### config.mk
export PLATFORM = sky130hd
export DESIGN_NAME = hvp_queue
export DESIGN_NICKNAME = d
export VERILOG_FILES = /design/src/rtl/hvp_pkg.sv /design/src/rtl/hvp_queue.sv
export SDC_FILE = /design/constraint.sdc
export NUM_CORES = 1
export LEC_CHECK = 0
export ABC_AREA = 1
export BUFFER_PORTS_ARGS = -buffer_cell sky130_fd_sc_hd__buf_2
export CAP_MARGIN = 5
export CORE_UTILIZATION = 50
export CTS_BUF_LIST = sky130_fd_sc_hd__clkbuf_4 sky130_fd_sc_hd__clkbuf_8
export CTS_CLUSTER_DIAMETER = 40
export DETAILED_ROUTE_END_ITERATION = 10
export PLACE_DENSITY_LB_ADDON = 0.15
export SETUP_SLACK_MARGIN = 0.4
export SYNTH_ARGS = -nofsm -noshare
export SYNTH_HDL_FRONTEND = slang
export SYNTH_SLANG_ARGS = --single-unit
### constraint.sdc
create_clock -name clock -period 1.7 [get_ports clock]
set_input_delay 0.255 -clock clock [delete_from_list [all_inputs] [get_ports clock]]
set_output_delay 0.255 -clock clock [all_outputs]
set_load 0.005 [all_outputs]
### src/rtl/hvp_pkg.sv
`default_nettype none
package hvp_pkg;

   // Field widths
   localparam int H_W        = 24;
   localparam int PRIOR_W    = 16;
   localparam int SCALE_W    = 15;
   localparam int RHO_W      = 23;
   localparam int LAM_W      = 23;
   localparam int CSR_IDX_W  = 2;
   localparam int CSR_DATA_W = 23;

   // Register indexes
   localparam logic [CSR_IDX_W-1:0] CSR_SCALE_SQ  = 2'd0;
   localparam logic [CSR_IDX_W-1:0] CSR_RHO_LEVEL = 2'd1;

   localparam logic [SCALE_W-1:0] SCALE_RESET = 15'd4096;
   localparam logic [RHO_W-1:0]   RHO_RESET   = 23'd0;

   localparam logic [PRIOR_W-1:0] ONE_Q15     = 16'd32768;
   localparam logic [28:0]        SMALL_LIMIT = 29'd105;
   localparam logic [LAM_W-1:0]   LAM_MAX     = 23'h7FFFFF;

   // Pipeline depths
   localparam int SQ_STEPS  = 28;
   localparam int DIV_STEPS = 30;

   // Queue between front and back
   localparam int QUEUE_DEPTH = 4;
   localparam int QUEUE_PTR_W = 2;
   localparam int QUEUE_CNT_W = 3;

   typedef struct packed {
      logic signed [H_W-1:0] hxx;
      logic signed [H_W-1:0] hyy;
      logic signed [H_W-1:0] hxy;
      logic [PRIOR_W-1:0]    prior_best;
   } hvp_req_type;

   typedef struct packed {
      logic signed [H_W-1:0] neg_lambda;
      logic [PRIOR_W-1:0]    response;
      logic [PRIOR_W-1:0]    best;
   } hvp_rsp_type;

   // Item handed from front to back: clamped eigenvalue and clamped prior
   typedef struct packed {
      logic [LAM_W-1:0]   lam;
      logic [PRIOR_W-1:0] prior;
   } hvp_item_type;

endpackage
`default_nettype wire

### src/rtl/hvp_queue.sv
`default_nettype none
module hvp_queue (
   input  logic                   clock,
   input  logic                   reset,
   input  logic                   push,
   input  hvp_pkg::hvp_item_type  push_data,
   output logic                   full,
   input  logic                   pop,
   output hvp_pkg::hvp_item_type  pop_data,
   output logic                   not_empty
);
   import hvp_pkg::*;

   hvp_item_type           mem_ff [QUEUE_DEPTH];
   logic [QUEUE_PTR_W-1:0] wr_ptr_ff, wr_ptr_in, rd_ptr_ff, rd_ptr_in;
   logic [QUEUE_CNT_W-1:0] count_ff, count_in;

   assign full      = (count_ff == QUEUE_CNT_W'(QUEUE_DEPTH));
   assign not_empty = (count_ff != '0);
   assign pop_data  = mem_ff[rd_ptr_ff];

   // Move pointers and count
   always_comb begin
      wr_ptr_in = push ? wr_ptr_ff + 1'b1 : wr_ptr_ff;
      rd_ptr_in = pop  ? rd_ptr_ff + 1'b1 : rd_ptr_ff;
      count_in  = count_ff + QUEUE_CNT_W'(push) - QUEUE_CNT_W'(pop);
   end

   always_ff @(posedge clock) begin
      if (reset) begin
         wr_ptr_ff <= '0;
         rd_ptr_ff <= '0;
         count_ff  <= '0;
      end else begin
         wr_ptr_ff <= wr_ptr_in;
         rd_ptr_ff <= rd_ptr_in;
         count_ff  <= count_in;
      end
   end

   // Store pushed item
   always_ff @(posedge clock) begin
      if (push) begin
         mem_ff[wr_ptr_ff] <= push_data;
      end
   end

`ifndef NO_ASSERTIONS
   a_no_overflow: assert property (@(posedge clock) disable iff (reset) push |-> !full)
      else $error("queue push while full");
   a_no_underflow: assert property (@(posedge clock) disable iff (reset) pop |-> not_empty)
      else $error("queue pop while empty");
   a_count_track: assert property (@(posedge clock) disable iff (reset)
      !$past(reset) |-> count_ff == $past(count_ff) + QUEUE_CNT_W'($past(push))
                                   - QUEUE_CNT_W'($past(pop)))
      else $error("queue count mismatch");
`endif

endmodule
`default_nettype wire

==> run metrics, run 1 <==
status=complete, but fails checks; failing checks=setup timing; Setup WS pre-CTS=0.141 ns; 1st-iter DRT viols=270; top post-synthesis cells by count=156 x edfxtp_1, 95 x inv_1, 86 x nand2_1, 45 x a21oi_1, 39 x o211ai_1; RSZ-0062 raised after global routing=yes; Worst-Margin Slew=0.227 ns; EDFF count, synth=156; Clock transition at path regs=0.08 ns; first-pass GRT wire length=17900 um; antenna-violating nets left=0; Int Pwr=6.31 mW; most numerous cell in the Yosys netlist=edfxtp_1; Design Area, Final=0.00840 sq mm; gpl congestion=0.716; vias=4180; Yosys top cell area share=71.0%; most area-consuming cells after synthesis=edfxtp_1 71%, inv_1 5.4%, nand2_1 4.9%; asr flop ratio synth=0%; vias per std cell=5.01; Core Region=0.0127 sq mm; Rel. slew slack=84.7%; Largest stage delay, worst path=0.38 ns; register share of total power=56.2%; Die W=117 um; Top FF cell, synth=edfxtp_1; Worst R2R Setup Slack=0.18 ns; register area share after synthesis=73.7%; Final Net Count=700; initial antenna violation count=0; Synth Net Count=562; min cycle time layout=1.82 ns; Worst Path Arrival=1.56 ns; total number of yosys warnings=0; drt pass-1 iters=4; Mean Syn Cell Area=12.9 sq um; VDD IR max=591 uV; Max FO, Critical Path=11; Post-Synthesis Cells=512; CTS Buf Count=17; Static Leak=3.29 nW; flop and latch count out of synthesis=165; combinational share of power=14.2%; WHS Path Cells=1; Worst Setup Start Kind=flop; CP max stage cell=dfxtp_4; Ports=84; CTS tree=built; final period utilization=107%; H-tree lvl count=4; Max-Cap Viols=0; Congestion Overflow GR=0; Die Area=0.0137 sq mm; vias in the first global route=3820; endpoints failing setup=39; Routed WL=13900 um; critical-path cell list=buf_4, clkbuf_16, a21oi_1, o21ai_1, nand2_1, buf_2; fin. max-slew vios=0; count of cell types in the netlist=17; worst endpoint required time=1.44 ns; Total GRT Usage=18.1%; FF-to-FF path depth=9; type of the most critical hold path=in -> reg; mean routed wirelength per cell=16.7 um; largest net degree at the start of global routing=85; Worst Slack Setup Final=-0.119 ns; Clock power frac=29.6%; Starting Density=51.9%; Die Y=117 um; critical path type=reg -> out; Clock Tree Buf Depth=2; Port Buf Inserts=83; final-report hold violation count=0; Root Driver=clkbuf_8; layout cells sized above 1=28.4%; Mapped Area=0.00660 sq mm; row cnt=41; switching pwr=2.05 mW; Inserted Diodes=0; Layout Skew=0.00534 ns; Max Clk Rate=550 MHz; cell accounting for the most synthesized area=edfxtp_1; post-route DRC violation count=0; synth-to-layout area growth=27.3%; clk sinks=165; post-DP HPWL=6800 um; crit end category=output pin; Clk Latency, worst-skew pair=0.44 ns; placed instance area=0.00729 sq mm; Switching Fraction=24.5%; Pwr Density=995 mW/mm^2
## power groups by stage
stage               sequential, mW  combinational (mW)  clock (mW)
global placement              4.78               0.853           0
CTS                           4.70               0.980        2.54
finish                        4.70                1.19        2.48
detailed placement            4.78               0.886           0
global route                  4.71                1.31        2.71
floorplan                     4.77               0.531           0
## cells in the final DEF, fill, tap and decap left out, types with 4 or more instances in the layout
| cell type | netlist | layout |
|---|---|---|
| a21oi_1 | 45 | 33 |
| a21oi_2 | 0 | 11 |
| buf_12 | 0 | 7 |
| buf_2 | 9 | 83 |
| buf_6 | 9 | 9 |
| buf_8 | 0 | 5 |
| clkbuf_16 | 0 | 6 |
| clkbuf_8 | 0 | 17 |
| clkinv_2 | 0 | 5 |
| clkinv_4 | 0 | 4 |
| clkinvlp_4 | 0 | 6 |
| dfxtp_2 | 0 | 4 |
| dlygate4sd3_1 | 0 | 31 |
| edfxtp_1 | 156 | 156 |
| inv_1 | 95 | 83 |
| inv_2 | 0 | 7 |
| nand2_1 | 86 | 81 |
| nand2_2 | 0 | 5 |
| o211ai_1 | 39 | 39 |
| o21ai_0 | 36 | 17 |
| o21ai_1 | 7 | 26 |
## kinds of logic (layout without fill, tap and decap cells)
family | count (synthesis) | after routing | share of synthesized area [%]
flip-flops | 165 | 165 | 73.7
AND/OR/NAND/NOR | 92 | 92 | 5.29
buffers and inverters | 121 | 272 | 8.47
AO/OA/AOI/OAI | 127 | 127 | 11.1
adder cells (fa/ha/maj) | 7 | 7 | 1.44
## timing repair
action                                  4_1_cts  5_1_grt
pin swaps                                     2       32
hold endpoints to repair                    119        0
hold buffers                                 31        0
buffers inserted                              2        4
cloned                                        0       14
resized for setup                            12       52
endpoints found under the setup margin       98       81
## worst paths after layout
check	startpoint	endpoint
worst max-delay path	flop	pop_data[8]
worst min-delay path	push_data[1]	mem_ff[3][1]$_DFFE_PP_
worst max register to register	count_ff[0]$_SDFF_PP0_	count_ff[2]$_SDFF_PP0_
worst min register to register	rd_ptr_ff[1]$_SDFFE_PP0P_	flop
## layer usage
layer,share of wire [%],up-vias,global-route usage (%)
met5,0,-,0
li1,-,2044,-
met2,51,114,31.5
met3,5.5,21,4.89
met4,1.8,0,8.02
met1,42,2001,21.1
## sequential cells by signal, summed over array words and instances, names as in the netlist, named ones only
name and flops:
mem_ff 156, wr_ptr_ff 2, rd_ptr_ff 2, count_ff 3
## area by class of cell
cell class / instances / area [sq um]
Clock buffer: 17 / 234
Clock inverter: 15 / 116
Fill cell: 984 / 4320
Inverter: 95 / 374
Multi-Input combinational cell: 226 / 1310
Sequential cell: 165 / 4880
Tap cell: 172 / 215
Timing Repair Buffer: 145 / 1280
## through the flow
stage          power (mW)  utilization [%]  hold WS (ns)  instances  TNS (ns)
2_1_floorplan        5.30                -         0.319        512         0
6_report             8.37             66.1        0.0251        835     -2.93
3_5_place_dp         5.67             57.3         0.448        752         0
3_3_place_gp         5.63             57.3         0.446        752         0
4_1_cts              8.22             62.9      0.000639        817     -4.06
5_1_grt              8.73             66.1       0.00306        835     -6.10
## critical path: cells and delay by family, from the launching register on
family	cells	cell delay (ns)
AO/OA/AOI/OAI	2	0.21
flip-flops	1	0.38
AND/OR/NAND/NOR	1	0.07
buffers and inverters	3	0.46
Note: power is estimated with default switching activity, not from simulation.
==> inputs of run 2 (changes only) <==
--- a/config.mk
+++ b/config.mk
@@ -13,6 +13,7 @@
 export CTS_CLUSTER_DIAMETER = 40
 export DETAILED_ROUTE_END_ITERATION = 10
 export PLACE_DENSITY_LB_ADDON = 0.15
+export RECOVER_POWER = 25
 export SETUP_SLACK_MARGIN = 0.4
 export SYNTH_ARGS = -nofsm -noshare
 export SYNTH_HDL_FRONTEND = slang
==> run 2 against run 1 <==
Compared with the run above: the flow still finishes with violations (setup timing); hold slack better by 0.048 ns; sequential share of layout area is 0.17 points higher; sequential power hardly changed; first-iteration DRC count is 0.37% higher; die area stayed put; largest cell class unchanged.
==> run metrics, run 2 (same netlist as run 1, synthesis figures left out) <==
status=complete, but fails checks; failing checks=setup timing; critical path type=reg -> out; Static Leak=3.23 nW (-1.7%); Inserted Diodes=0 (unchanged); H-tree lvl count=4 (unchanged); final period utilization=107% (about the same); Congestion Overflow GR=0 (unchanged); min cycle time layout=1.82 ns (-0.00106 ns); Worst Path Arrival=1.56 ns (about the same); Clock power frac=29.6% (about the same); Worst Setup Start Kind=flop; Starting Density=51.9% (unchanged); Final Net Count=700 (unchanged); vias per std cell=5.04 (+0.65%); synth-to-layout area growth=26.9%; gpl congestion=0.716 (unchanged); Rel. slew slack=84.7% (unchanged); worst endpoint required time=1.44 ns (about the same); Multi-input gate area=0.00131 sq mm (unchanged); combinational share of power=14.2% (about the same); Die Y=117 um (unchanged); CP max stage cell=dfxtp_4; RSZ-0062 raised after global routing=yes; vias in the first global route=3820 (unchanged); number of flip-flops in the largest register=156 (unchanged); FF+latch area=0.00488 sq mm (unchanged); Port Buf Inserts=83 (unchanged); type of the most critical hold path=in -> reg; final-report hold violation count=0 (unchanged); 1st-iter DRT viols=271 (+0.37%); CTS tree=built; Die Area=0.0137 sq mm (unchanged); first-pass GRT wire length=17900 um (unchanged); Worst Slack Setup Final=-0.118 ns (+0.00106 ns); register share of total power=56.2% (about the same); Top Registers=mem_ff (156), count_ff (3); Biggest register=mem_ff; row cnt=41 (unchanged); mean routed wirelength per cell=16.7 um (about the same); VDD IR max=591 uV (about the same); Int Pwr=6.31 mW (-0.11%); Clock transition at path regs=0.08 ns (about the same); Ports=84 (unchanged); critical-path cell list=buf_4, clkbuf_16, a21oi_1, o21ai_1, nand2_1, buf_2; Largest stage delay, worst path=0.38 ns (about the same); largest net degree at the start of global routing=85 (unchanged); total power=8.36 mW (-0.10%); clk sinks=165 (unchanged); Core Region=0.0127 sq mm (unchanged); post-DP HPWL=6800 um (unchanged); post-route DRC violation count=0 (unchanged); fin. max-slew vios=0 (unchanged); Design Area, Final=0.00838 sq mm (-0.30%); Root Driver=clkbuf_8; Total GRT Usage=18.1% (unchanged); antenna-violating nets left=0 (unchanged); Layout Skew=0.00630 ns (+0.000963 ns); crit end category=output pin; Clk Latency, worst-skew pair=0.44 ns (about the same); commonest non-fill, non-tap cells in the layout=156 x edfxtp_1, 83 x inv_1, 81 x nand2_1; layout cells sized above 1=25.3% (-3.0 points); endpoints failing setup=39 (unchanged); Die W=117 um (unchanged); Clock Tree Buf Depth=2 (unchanged); Worst-Margin Slew=0.227 ns (unchanged); Switching Fraction=24.5% (about the same); Finished Core Util=65.9% (-0.20 points); drt pass-1 iters=4 (unchanged); vias=4207 (+0.65%); most common cell after layout, fill and taps aside=edfxtp_1; Max FO, Critical Path=11 (unchanged); Pwr Density=997 mW/mm^2 (+0.20%); CTS Buf Count=17 (unchanged); Max Clk Rate=550 MHz (about the same); Max-Cap Viols=0 (unchanged); placed instance area=0.00729 sq mm (unchanged); switching pwr=2.05 mW (about the same); Routed WL=13900 um (about the same); initial antenna violation count=0 (unchanged); # fillers=992 (+0.81%)
[run 2: cell types whose count changed in the layout (fill, tap and decap cells not counted)]
cell,delta
clkbuf_1,+20
buf_2,-20
[run 2: stage by stage]
step / setup slack [ns] / hold WS [ns] / std cells / setup TNS (ns)
2_1_floorplan: 0.162 / 0.319 / 512 / 0
3_3_place_gp: 0.178 / 0.446 / 752 / 0
3_5_place_dp: 0.141 / 0.448 / 752 / 0
4_1_cts: -0.138 / 0.000639 / 817 / -4.06
5_1_grt: -0.186 / 0.0637 / 835 / -6.10
6_report: -0.118 / 0.0728 / 835 / -2.89
[run 2: cell type report]
| type | count | share of cell area [%] |
|---|---|---|
| inverter | 95 | 4.46 |
| multi-input combinational | 226 | 15.6 |
| timing repair buffer | 145 | 15.0 |
| sequential | 165 | 58.2 |
| clock buffer | 17 | 2.79 |
| clock inverter | 15 | 1.39 |
| tap | 172 | 2.57 |
[run 2: final timing paths]
check | from | end | slack (ns) | depth (start not counted)
max | flop | pop_data[8] | -0.12 | 6
min | pop | rd_ptr_ff[0]$_SDFFE_PP0P_ | 0.07 | 2
max reg2reg | count_ff[0]$_SDFF_PP0_ | count_ff[2]$_SDFF_PP0_ | 0.18 | 9
min reg2reg | rd_ptr_ff[1]$_SDFFE_PP0P_ | flop | 0.46 | 2
[run 2: critical path, delay by kind of cell, from the launching register on]
kind / cells / cell delay (ns)
DFF: 1 / 0.38
buffers and inverters: 3 / 0.46
AOI/OAI and AO/OA: 2 / 0.21
and+or+nand+nor: 1 / 0.07
[run 2: routing by layer]
layer | GRT usage (%) | part of all wire (%) | vias to the layer above
met2 | 31.5 | 51 | 115
met1 | 21.1 | 41 | 2023
met4 | 8.02 | 1.5 | 0
met3 | 4.89 | 5.5 | 18
li1 | - | - | 2051
met5 | 0 | 0 | -
[run 2: timing repair]
item	4_1_cts	5_1_grt
hold endpoints to repair	119	0
hold buffers	31	0
buffers inserted	2	4
resized for setup	12	52
endpoints found under the setup margin	98	81
pin swaps	2	32
gates cloned	0	14
[run 2: power by group through the flow]
stage	Clock, mW	Combinational [mW]	Sequential (mW)
after floorplan	0	0.531	4.77
after global placement	0	0.853	4.78
after detailed placement	0	0.886	4.78
after CTS	2.54	0.980	4.70
after global routing	2.71	1.30	4.71
final	2.47	1.18	4.70
